===== config.mk =====
export PLATFORM = sky130hd
export DESIGN_NAME = gnna_div
export DESIGN_NICKNAME = d
export VERILOG_FILES = /design/src/rtl/gnna_pkg.sv /design/src/rtl/gnna_div.sv
export SDC_FILE = /design/constraint.sdc
export NUM_CORES = 1
export LEC_CHECK = 0
export BUFFER_PORTS_ARGS = -buffer_cell sky130_fd_sc_hd__buf_2
export CAP_MARGIN = 20
export CORE_MARGIN = 2
export CORE_UTILIZATION = 50
export DETAILED_ROUTE_END_ITERATION = 8
export PLACE_DENSITY = 0.69
export SETUP_SLACK_MARGIN = 0.3
export SYNTH_ARGS = -nofsm -noshare
export SYNTH_HDL_FRONTEND = slang
export SYNTH_SLANG_ARGS = --single-unit

===== constraint.sdc =====
create_clock -name clk -period 12 [get_ports clk]
set_input_delay 1.8 -clock clk [delete_from_list [all_inputs] [get_ports clk]]
set_output_delay 1.8 -clock clk [all_outputs]
set_load 0.1 [all_outputs]

===== src/rtl/gnna_pkg.sv =====
// ----------------------------------------------------------------------------
// gnna_pkg
// Shared types and constants for the gated nearest neighbour association unit.
// ----------------------------------------------------------------------------
package gnna_pkg;

  // action codes of an input word
  localparam logic [1:0] ACT_NEW_FRAME = 2'd0;
  localparam logic [1:0] ACT_ADD_DET   = 2'd1;
  localparam logic [1:0] ACT_QUERY     = 2'd2;

  localparam int COORD_W = 20;   // Q12.8 coordinate
  localparam int VAR_W   = 24;   // Q8.16 variance
  localparam int DIST_W  = 32;   // Q16.16 distance
  localparam int SQ_W    = 41;   // square of a 21-bit difference
  localparam int DIV_RADIX_BITS = 4;   // quotient bits per divider cycle
  localparam int DIV_CYCLES = DIST_W / DIV_RADIX_BITS;

  localparam logic [DIST_W-1:0] DIST_SAT   = '1;
  localparam logic [DIST_W-1:0] GATE_RESET = 32'd1638400;   // 25.0

  typedef logic signed [COORD_W-1:0] coord_t;
  typedef logic [VAR_W-1:0]          var_t;
  typedef logic [DIST_W-1:0]         dist_t;
  typedef logic [SQ_W-1:0]           sq_t;

endpackage


===== src/rtl/gnna_div.sv =====
// ----------------------------------------------------------------------------
// gnna_div
// Shared divider: floor((num << 16) / den), saturated to all ones,
// four quotient bits a cycle.
// ----------------------------------------------------------------------------
module gnna_div
  import gnna_pkg::*;
(
  input  logic  clk,
  input  logic  rst,
  input  logic  start,
  input  sq_t   num,
  input  var_t  den,
  output logic  done,
  output dist_t quo
);

  logic                          busy;
  logic [$clog2(DIV_CYCLES)-1:0] step;
  var_t                          den_r;
  var_t                          rem;
  dist_t                         q;
  var_t                          rem_next;
  dist_t                         q_next;
  logic                          sat;

  // quotient overflows when num >= den * 2^16; zero divisor also saturates
  assign sat = (den == '0) || (num >= {1'b0, den, 16'h0000});

  // four restoring steps
  always_comb begin
    logic [VAR_W:0] t;
    rem_next = rem;
    q_next   = q;
    for (int k = 0; k < DIV_RADIX_BITS; k++) begin
      t      = {rem_next, q_next[DIST_W-1]};
      q_next = {q_next[DIST_W-2:0], 1'b0};
      if (t >= {1'b0, den_r}) begin
        t         = t - {1'b0, den_r};
        q_next[0] = 1'b1;
      end
      rem_next = t[VAR_W-1:0];
    end
  end

  always_ff @(posedge clk) begin
    if (rst) begin
      busy <= 1'b0;
      done <= 1'b0;
      step <= '0;
    end else begin
      done <= 1'b0;
      if (start) begin
        den_r <= den;
        step  <= '0;
        if (sat) begin
          quo  <= DIST_SAT;
          done <= 1'b1;
        end else begin
          // high part of the shifted numerator is already below den
          rem  <= num[VAR_W+15:16];
          q    <= {num[15:0], 16'h0000};
          busy <= 1'b1;
        end
      end else if (busy) begin
        rem  <= rem_next;
        q    <= q_next;
        step <= step + 1'b1;
        if (step == ($clog2(DIV_CYCLES))'(DIV_CYCLES - 1)) begin
          busy <= 1'b0;
          done <= 1'b1;
          quo  <= q_next;
        end
      end
    end
  end

endmodule


==> summary.txt <==
Routing
  • DR vias/cell: 6.08
  • 1st-iter DRT viols: 797
  • Number of nets with antenna violations after routing: 0
  • Drt wl/cell: 19.9 µm
  • Final wirelength: 30.6 mm
  • Post-route DRC: 0
  • Via count: 9,370
  • Router iterations before antenna repair: 5

Global route
  • Pin count of the biggest net entering global routing: 80
  • GR Overflow Total: 0
  • Number of global-route vias before repair: 9,008
  • Gr usage total: 27.0%
  • First-pass GRT wire length: 47.5 mm
  • Initial antenna violation count: 0

CTS
  • Total setup buffers inserted after CTS: 0
  • Clock sinks: 117
  • Clk Latency, worst-skew pair: 0.41 ns
  • CTS root buf: clkbuf_16
  • CTS Buffer Depth: 2
  • Post-cts hold buffer count: 0
  • Num CTS Buffers: 17
  • CTS tree: done
  • CTS H-tree depth: 4
  • Clock transition at the registers of the reported paths: 0.07 ns

Critical path
  • Crit path DAT: 11.14 ns
  • Buf/Inv on CP: 3
  • Max stage delay cell, worst path: and4b_2
  • Top Family by Delay on Critical Path: compound AO/OA/AOI/OAI gates
  • WP data required: 12.15 ns
  • Critical path fanouts, max: 13
  • Crit. End Element: flip-flop
  • CP Class: reg2reg
  • Critical Path Source Type: flip-flop
  • Largest stage delay, worst path: 0.43 ns

Timing
  • Relative slew slack: 32.9%
  • Final TNS setup: 0 ns
  • Crit share post-route: 91.5%
  • Final setup fails: 0
  • Fmax: 91.0 MHz
  • Min Clock Period, post-route: 10.99 ns
  • Slew @ Worst Pin: 1.01 ns
  • Clk_skew: 0.0143 ns
  • RSZ-0062 raised after global routing: false
  • Final Max Slew Viols: 0
  • Final hold viol count: 0

Yosys
  • Mux share of post-synthesis cell area: 6.84%
  • Mean cell area of the mapped netlist: 9.44 µm²
  • Yosys cell types: 76
  • Post-synthesis compound-gate area fraction: 22.5%
  • Syn Std Cell Area: 0.0109 mm²
  • Simple-Gate Fraction of Synth Area: 14.1%
  • Synth Area in XOR/XNOR: 6.05%
  • Yosys warning total: 0
  • Sequential fraction of the synthesis area: 31.9%
  • Post-synth EDFFs: 112
  • Adder-Cell Fraction of Synth Area: 14.8%
  • Top_reg_cell synth: edfxtp_1
  • Yosys reg bits: 117
  • Mapped Cells: 1,151
  • Mapped Nets: 1,345
  • Post-synth ARST share: 0%
  • Main combinational cell family by area after synthesis: compound AO/OA/AOI/OAI gates

Final layout
  • Area Growth Syn to Fin: 14.0%
  • Nets: 1,447
  • Ant diodes: 0
  • Share of cells above drive strength 1: 20.9%

Worst hold path
  • Hold WC Path Type: reg2reg

Die
  • Site row count: 53
  • I/O Pins: 101
  • Die H: 151 µm
  • DIE AREA: 0.0229 mm²
  • Die W: 151 µm
  • Core area: 0.0212 mm²
  • Initial Util: 51.4%

Run status
  • Status: completed

Job
  • Max-cap viol count: 0

Place
  • Port Buf Inserts: 100
  • DP HPWL: 24.1 mm
  • Gpl congestion: 0.939
## cells in the mapped netlist, types with 28 or more instances
cell type,count,area (µm²)
a21o_1,51,383
a21oi_1,94,470
edfxtp_1,112,3360
ha_1,122,1530
inv_1,76,285
mux2_2,50,563
nand2_1,74,278
nor2_1,65,244
o21a_1,28,210
o21ai_0,50,250
or2_2,31,194
xnor2_1,47,412
xor2_1,28,245
## registers in the layout (all words and copies together) (netlist names)
| register | flops |
|---|---|
| q | 32 |
| quo | 32 |
| busy | 1 |
| den_r | 24 |
| step | 3 |
| rem | 24 |
| done | 1 |
## through the flow
stage	setup WS, ns	std cells	cell area (µm²)	utilization (%)	hold slack, ns
finish	1.01	1541	12400	58.5	0.528
global route	0.351	1541	12400	58.5	0.550
CTS	0.648	1540	12300	58.2	0.528
detailed placement	0.743	1508	11700	55.3	0.519
global placement	0.947	1508	11700	55.3	0.510
floorplan	1.93	1151	10900	-	0.497
## what timing repair did
item | CTS | global route
setup endpoints to repair | 0 | 26
hold endpoints to repair | 0 | 0
gates resized for setup | 0 | 10
## cell usage in the layout (no fill, tap or decap), drive strengths merged, types with 12 or more instances in the layout
cell and instances:
nor2 65, edfxtp 112, a21oi 96, mux2i 15, nand2 75, a31o 15, o21bai 12, buf 112
nand4 18, mux2 52, a21o 52, o31ai 16, xor2 28, xnor2 47, o21a 28, nand3 13
nor2b 26, ha 122, nor3 22, clkbuf 17, nand2b 13, o21ai 56, or2 31, a211oi 17
inv 81
## final timing paths
path,slack [ns],from,depth (start not counted),end
max reg2reg,1.01,den_r[1],41,rem[18]
min,0.53,q[13],1,quo[17]
max,1.01,den_r[1],41,rem[18]
min reg2reg,0.53,q[13],1,quo[17]
## layer usage
layer | global-route usage [%] | up-vias | part of all wire, %
li1 | - | 4525 | -
met1 | 39.0 | 4442 | 46
met2 | 42.0 | 369 | 44
met4 | 6.54 | 0 | 1.4
met5 | 0 | - | 0
met3 | 4.82 | 34 | 8.2
## cells by family (layout without fill, tap and decap cells)
family,Yosys count,after routing
AO/OA/AOI/OAI,357,357
XOR/XNOR,75,75
adder cells (fa/ha/maj),126,126
buffers and inverters,106,221
flip-flops,117,117
multiplexers,67,67
AND/OR/NAND/NOR,303,303
## cell type report
class	instances	area (µm²)
Clock inverter	15	196
Sequential cell	117	3460
Clock buffer	17	425
Tap cell	275	344
Multi-Input combinational cell	928	7050
Timing Repair Buffer	112	613
Inverter	77	293
Fill cell	1805	8770
## worst register-to-register path, delay by kind of cell, from the launching register on
kind,cells,cell delay (ns)
buf+inv,3,0.73
mux,5,1.70
fa+ha+maj,4,1.33
compound gates,22,5.22
flops,1,0.42
simple gates,7,1.35
Power is left out: the tool's default activity adds up to more than one toggle a clock period on the data nets, which glitch-free logic cannot reach.
