**src/rtl/gnna_pkg.sv**
```systemverilog
// ----------------------------------------------------------------------------
// gnna_pkg
// Shared types and constants for the gated nearest neighbour association unit.
// ----------------------------------------------------------------------------
package gnna_pkg;

  // action codes of an input word
  localparam logic [1:0] ACT_NEW_FRAME = 2'd0;
  localparam logic [1:0] ACT_ADD_DET   = 2'd1;
  localparam logic [1:0] ACT_QUERY     = 2'd2;

  localparam int COORD_W = 20;   // Q12.8 coordinate
  localparam int VAR_W   = 24;   // Q8.16 variance
  localparam int DIST_W  = 32;   // Q16.16 distance
  localparam int SQ_W    = 41;   // square of a 21-bit difference
  localparam int DIV_RADIX_BITS = 4;   // quotient bits per divider cycle
  localparam int DIV_CYCLES = DIST_W / DIV_RADIX_BITS;

  localparam logic [DIST_W-1:0] DIST_SAT   = '1;
  localparam logic [DIST_W-1:0] GATE_RESET = 32'd1638400;   // 25.0

  typedef logic signed [COORD_W-1:0] coord_t;
  typedef logic [VAR_W-1:0]          var_t;
  typedef logic [DIST_W-1:0]         dist_t;
  typedef logic [SQ_W-1:0]           sq_t;

endpackage

```
**src/rtl/gnna_store.sv**
```systemverilog
// ----------------------------------------------------------------------------
// gnna_store
// Detection position memory: one write port, one registered read port.
// ----------------------------------------------------------------------------
module gnna_store
  import gnna_pkg::*;
#(
  parameter int DEPTH = 64,
  parameter int AW    = 6
) (
  input  logic          clk,
  input  logic          we,
  input  logic [AW-1:0] waddr,
  input  coord_t        wx,
  input  coord_t        wy,
  input  logic          re,
  input  logic [AW-1:0] raddr,
  output coord_t        rx,
  output coord_t        ry
);

  logic [2*COORD_W-1:0] mem [DEPTH];
  logic [2*COORD_W-1:0] rdata;

  // write port
  always_ff @(posedge clk) begin
    if (we) begin
      mem[waddr] <= {wx, wy};
    end
  end

  // registered read port
  always_ff @(posedge clk) begin
    if (re) begin
      rdata <= mem[raddr];
    end
  end

  assign rx = rdata[2*COORD_W-1:COORD_W];
  assign ry = rdata[COORD_W-1:0];

endmodule

```
**config.mk**
```make
export PLATFORM = sky130hd
export DESIGN_NAME = gnna_store
export DESIGN_NICKNAME = d
export VERILOG_FILES = /design/src/rtl/gnna_pkg.sv /design/src/rtl/gnna_store.sv
export SDC_FILE = /design/constraint.sdc
export NUM_CORES = 2
export LEC_CHECK = 0
export BUFFER_PORTS_ARGS = -buffer_cell sky130_fd_sc_hd__buf_4
export CORE_ASPECT_RATIO = 2
export CORE_MARGIN = 2
export CORE_UTILIZATION = 45
export CTS_CLUSTER_SIZE = 40
export DETAILED_ROUTE_END_ITERATION = 6
export PLACE_DENSITY = 0.56
export REMOVE_ABC_BUFFERS = 1
export SKIP_LAST_GASP = 1
export SYNTH_ARGS = -nofsm -noshare
export SYNTH_HDL_FRONTEND = slang
export SYNTH_SLANG_ARGS = --single-unit
```
**constraint.sdc**
```tcl
create_clock -name clk -period 5.05 [get_ports clk]
set_clock_uncertainty 0.05 [all_clocks]
set_input_delay 0.2525 -clock clk [delete_from_list [all_inputs] [get_ports clk]]
set_output_delay 0.2525 -clock clk [all_outputs]
set_load 0.02 [all_outputs]
```
==> implementation parameters <==
Parameter                              Value

Critical path
  Arrival time worst endpoint    3.68 ns
  CP Launch Type    input pin
  Endpoint of the most critical setup path    rdata[0]
  Endpoint class of the critical path    register
  Capturing point of the worst reg2reg path    rdata[0]
  RR Startpoint    mem[5][0]
  Register-to-register setup slack    2.66 ns
  Start-to-end type of the worst setup path    in -> reg
  Worst-path maximum fanout    56
  Critical path launch point    raddr[0]
  Number of cells traversed by the worst register-to-register path    4
  Required time worst endpoint    5.70 ns

Clock network
  H-tree lvl count    4
  CTS sink count    2600
  Clock root cell    clkbuf_16
  Number of CTS-inserted buffers    218
  Resized cells post-CTS    0
  Worst-Skew Late Latency    0.88 ns
  Clock tree from TritonCTS    done
  Setup bufs post-CTS    0
  Clock-pin slew reported for the worst setup and hold paths after clock tree synthesis    around 0.07 ns
  Number of buffers on the longest clock path    4

Run status
  Violations in the final reports    capacitance limit
  Result of the run    finished, violations left

Place
  Final GP Congestion    0.7853
  Post-detail-place hpwl    151.8 mm
  Post-place setup slack    1.237 ns
  Count of port buffers added during placement    94

Power and ir drop
  Worst voltage drop across the vdd grid    a little over 300 uV
  Pwr dens    ~380 nW/um^2
  Part of the power in registers    a little under three fifths
  Internal power component    approximately 33000 uW
  LEAKAGE    roughly 0.034 uW
  Switching Share    21.19%
  Relative contribution of combinational cells to total power    approximately 5.1%
  Clock network fraction of design power    38.4%
  Total net switching power    9001 uW

Detailed routing
  DRC violations left    0
  Starting DRT DRC Count    4322
  Detailed Routing Iterations Pass 1    5
  Post-detailed-route count of antenna-violating nets    0
  Total number of vias    46510
  Total wirelength of the detailed-routed design    267.7 mm
  Drt via density    between 6 and 7
  DR WL/cell    35.94 um

Min path
  Worst min-delay path class    in -> reg
  Hold-critical path depth    3

Logic synthesis
  Post-synthesis cell type count    35
  Syn_area_per_cell    roughly 23 um^2
  Number of cells produced by synthesis    4195
  Number of warnings issued by yosys    0
  Netlist area before placement    98240 um^2
  Synthesis-stage register bit count    2600
  Post-synthesis sequential area ratio    slightly below 80%

Floorplanning
  Height of the die    664.8 um
  CORE AREA    around 220000 um^2
  Die Wd    334.4 um
  Number of ports placed on the die boundary    95
  Standard-cell rows    242
  Die area    222300 um^2
  Starting density of the core    45.25%

Timing
  Final setup violation count    0
  Final hold viol count    0
  Final clock period utilization by the worst path    59.93%
  Transition time at the pin with the least slew margin    between 1 and 1.5 ns
  Worst setup slack after layout    2.024 ns
  Unrepaired setup endpoints after global routing    no
  Final critical delay including setup and external delays    roughly 3 ns
  Hold Worst Slack    approximately 0.053 ns
  Number of pins with negative max-slew slack in the final report    0
  Max-Slew Margin vs Limit    1.881%
  Total negative slack for setup checks    0 ns
  Achievable clock frequency    0.3304 GHz

Global routing
  Global-route wire length before repair    374.7 mm
  Via count of the first global-routing pass    48450
  Total grt overflow    0
  Maximum number of pins on one net before global-route repair    113
  Number of antenna violations at the first check in global routing    6
  All-Layer GR Usage    24.17%

Final layout
  Most common cell after layout, fill and taps aside    edfxtp_1
  Layout overhead on the synthesized area    12.52%
  Count of fill cells added during filler insertion    16790
  Fraction of final layout cells sized beyond drive strength 1    27.28%
  Net count of the finished layout    between 4000 and 5000
  Most frequent cells in the layout    edfxtp_1, mux4_2, clkbuf_16, buf_4, o22ai_1

Job
  Max-cap violations    1
worst min-delay path by stage:
stage               startpoint           to  slack (ns)
floorplan                wy[0]    mem[0][0]        0.30
global placement     rdata[11]       ry[11]        0.65
detailed placement   rdata[39]       rx[19]        0.64
CTS                   waddr[2]  mem[50][15]       0.001
global route          waddr[2]   mem[49][9]        0.05
finish                waddr[2]   mem[49][4]        0.05
layer usage:
metal	share of wire (%)	up-vias	global-route usage, %
li1	-	18620	-
met1	37	25910	29.75
met2	56	1613	45.04
met3	5.0	367	2.484
met4	2.6	4	6.491
met5	0.010	-	0
sequential cells by signal (all words and copies together), names as in the netlist:
signal	cells
rdata	40
mem	2560
worst max-delay path: stages:
cell	delay, ns
buf_8	0.55
buf_12	0.39
buf_4	0.40
mux4_2	0.30
o22ai_1	0.08
nor4_1	1.18
o22a_1	0.33
what timing repair did:
| item | CTS | global route |
|---|---|---|
| endpoints found under the setup margin | 0 | 0 |
| hold buffers | 42 | 0 |
| endpoints found under the hold margin | 2593 | 0 |
cells by family after synthesis:
kind of cell    share of synthesized area [%]
compound gates                          2.666
buf+inv                                 1.261
flops                                   79.48
mux                                     15.53
simple gates                            1.071
power by group through the flow:
stage | combinational, uW | sequential [uW] | clock, uW
after CTS | 2200 | 24000 | 16600
after detailed placement | 2170 | 24500 | 0
after floorplan | 855 | 24500 | 0
final | 2180 | 24000 | 16300
after global placement | 2150 | 24500 | 0
after global routing | 2300 | 24000 | 17300
through the flow:
stage          utilization, %  instance area, um^2  total power [uW]  cells
3_5_place_dp            47.67               103500             26650   7022
6_report                50.91               110500             42480   7447
4_1_cts                 50.91               110500             42800   7445
3_3_place_gp            47.67               103500             26620   7022
2_1_floorplan               -                97000             25330   3957
5_1_grt                 50.91               110500             43590   7447
synth_stat cells:
| cell | number | share of area (%) |
|---|---|---|
| buf_4 | 49 | 0.37 |
| or2_2 | 4 | 0.025 |
| mux2_2 | 38 | 0.44 |
| nand3b_1 | 3 | 0.023 |
| o22ai_1 | 143 | 0.91 |
| nand4b_1 | 1 | 0.0089 |
| a21oi_1 | 68 | 0.35 |
| mux2i_1 | 113 | 1.2 |
| and2_1 | 4 | 0.025 |
| a22oi_1 | 18 | 0.14 |
| or3_1 | 3 | 0.019 |
| nor3_1 | 3 | 0.015 |
| buf_6 | 8 | 0.092 |
| buf_2 | 81 | 0.41 |
| clkbuf_1 | 80 | 0.31 |
| o221ai_1 | 42 | 0.37 |
| nand2b_1 | 13 | 0.083 |
| o21ai_1 | 14 | 0.071 |
| nand4_1 | 2 | 0.013 |
| and3_1 | 6 | 0.038 |
| a221oi_1 | 34 | 0.30 |
| nor4_1 | 34 | 0.22 |
| nor2b_1 | 16 | 0.10 |
| o21a_1 | 8 | 0.061 |
| edfxtp_1 | 2600 | 79 |
| o22a_1 | 26 | 0.23 |
| nand3_1 | 8 | 0.041 |
| buf_1 | 20 | 0.076 |
| nor2_1 | 97 | 0.37 |
| a211oi_1 | 6 | 0.046 |
| or3b_2 | 2 | 0.018 |
| nand2_1 | 19 | 0.073 |
| o21ai_0 | 8 | 0.041 |
| mux4_2 | 608 | 14 |
| a22o_1 | 16 | 0.14 |
final cells by class:
class,count,area (um^2),share of cell area [%]
clock inverters,105,825.8,0.7471
repair buffers,302,2908,2.631
multi-input cells,1357,19430,17.58
diodes,1,2.502,0.002264
clock buffers,276,5779,5.228
flip-flops and latches,2600,78070,70.63
well taps,2806,3511,3.176
Power figures use the tool's default switching activity.
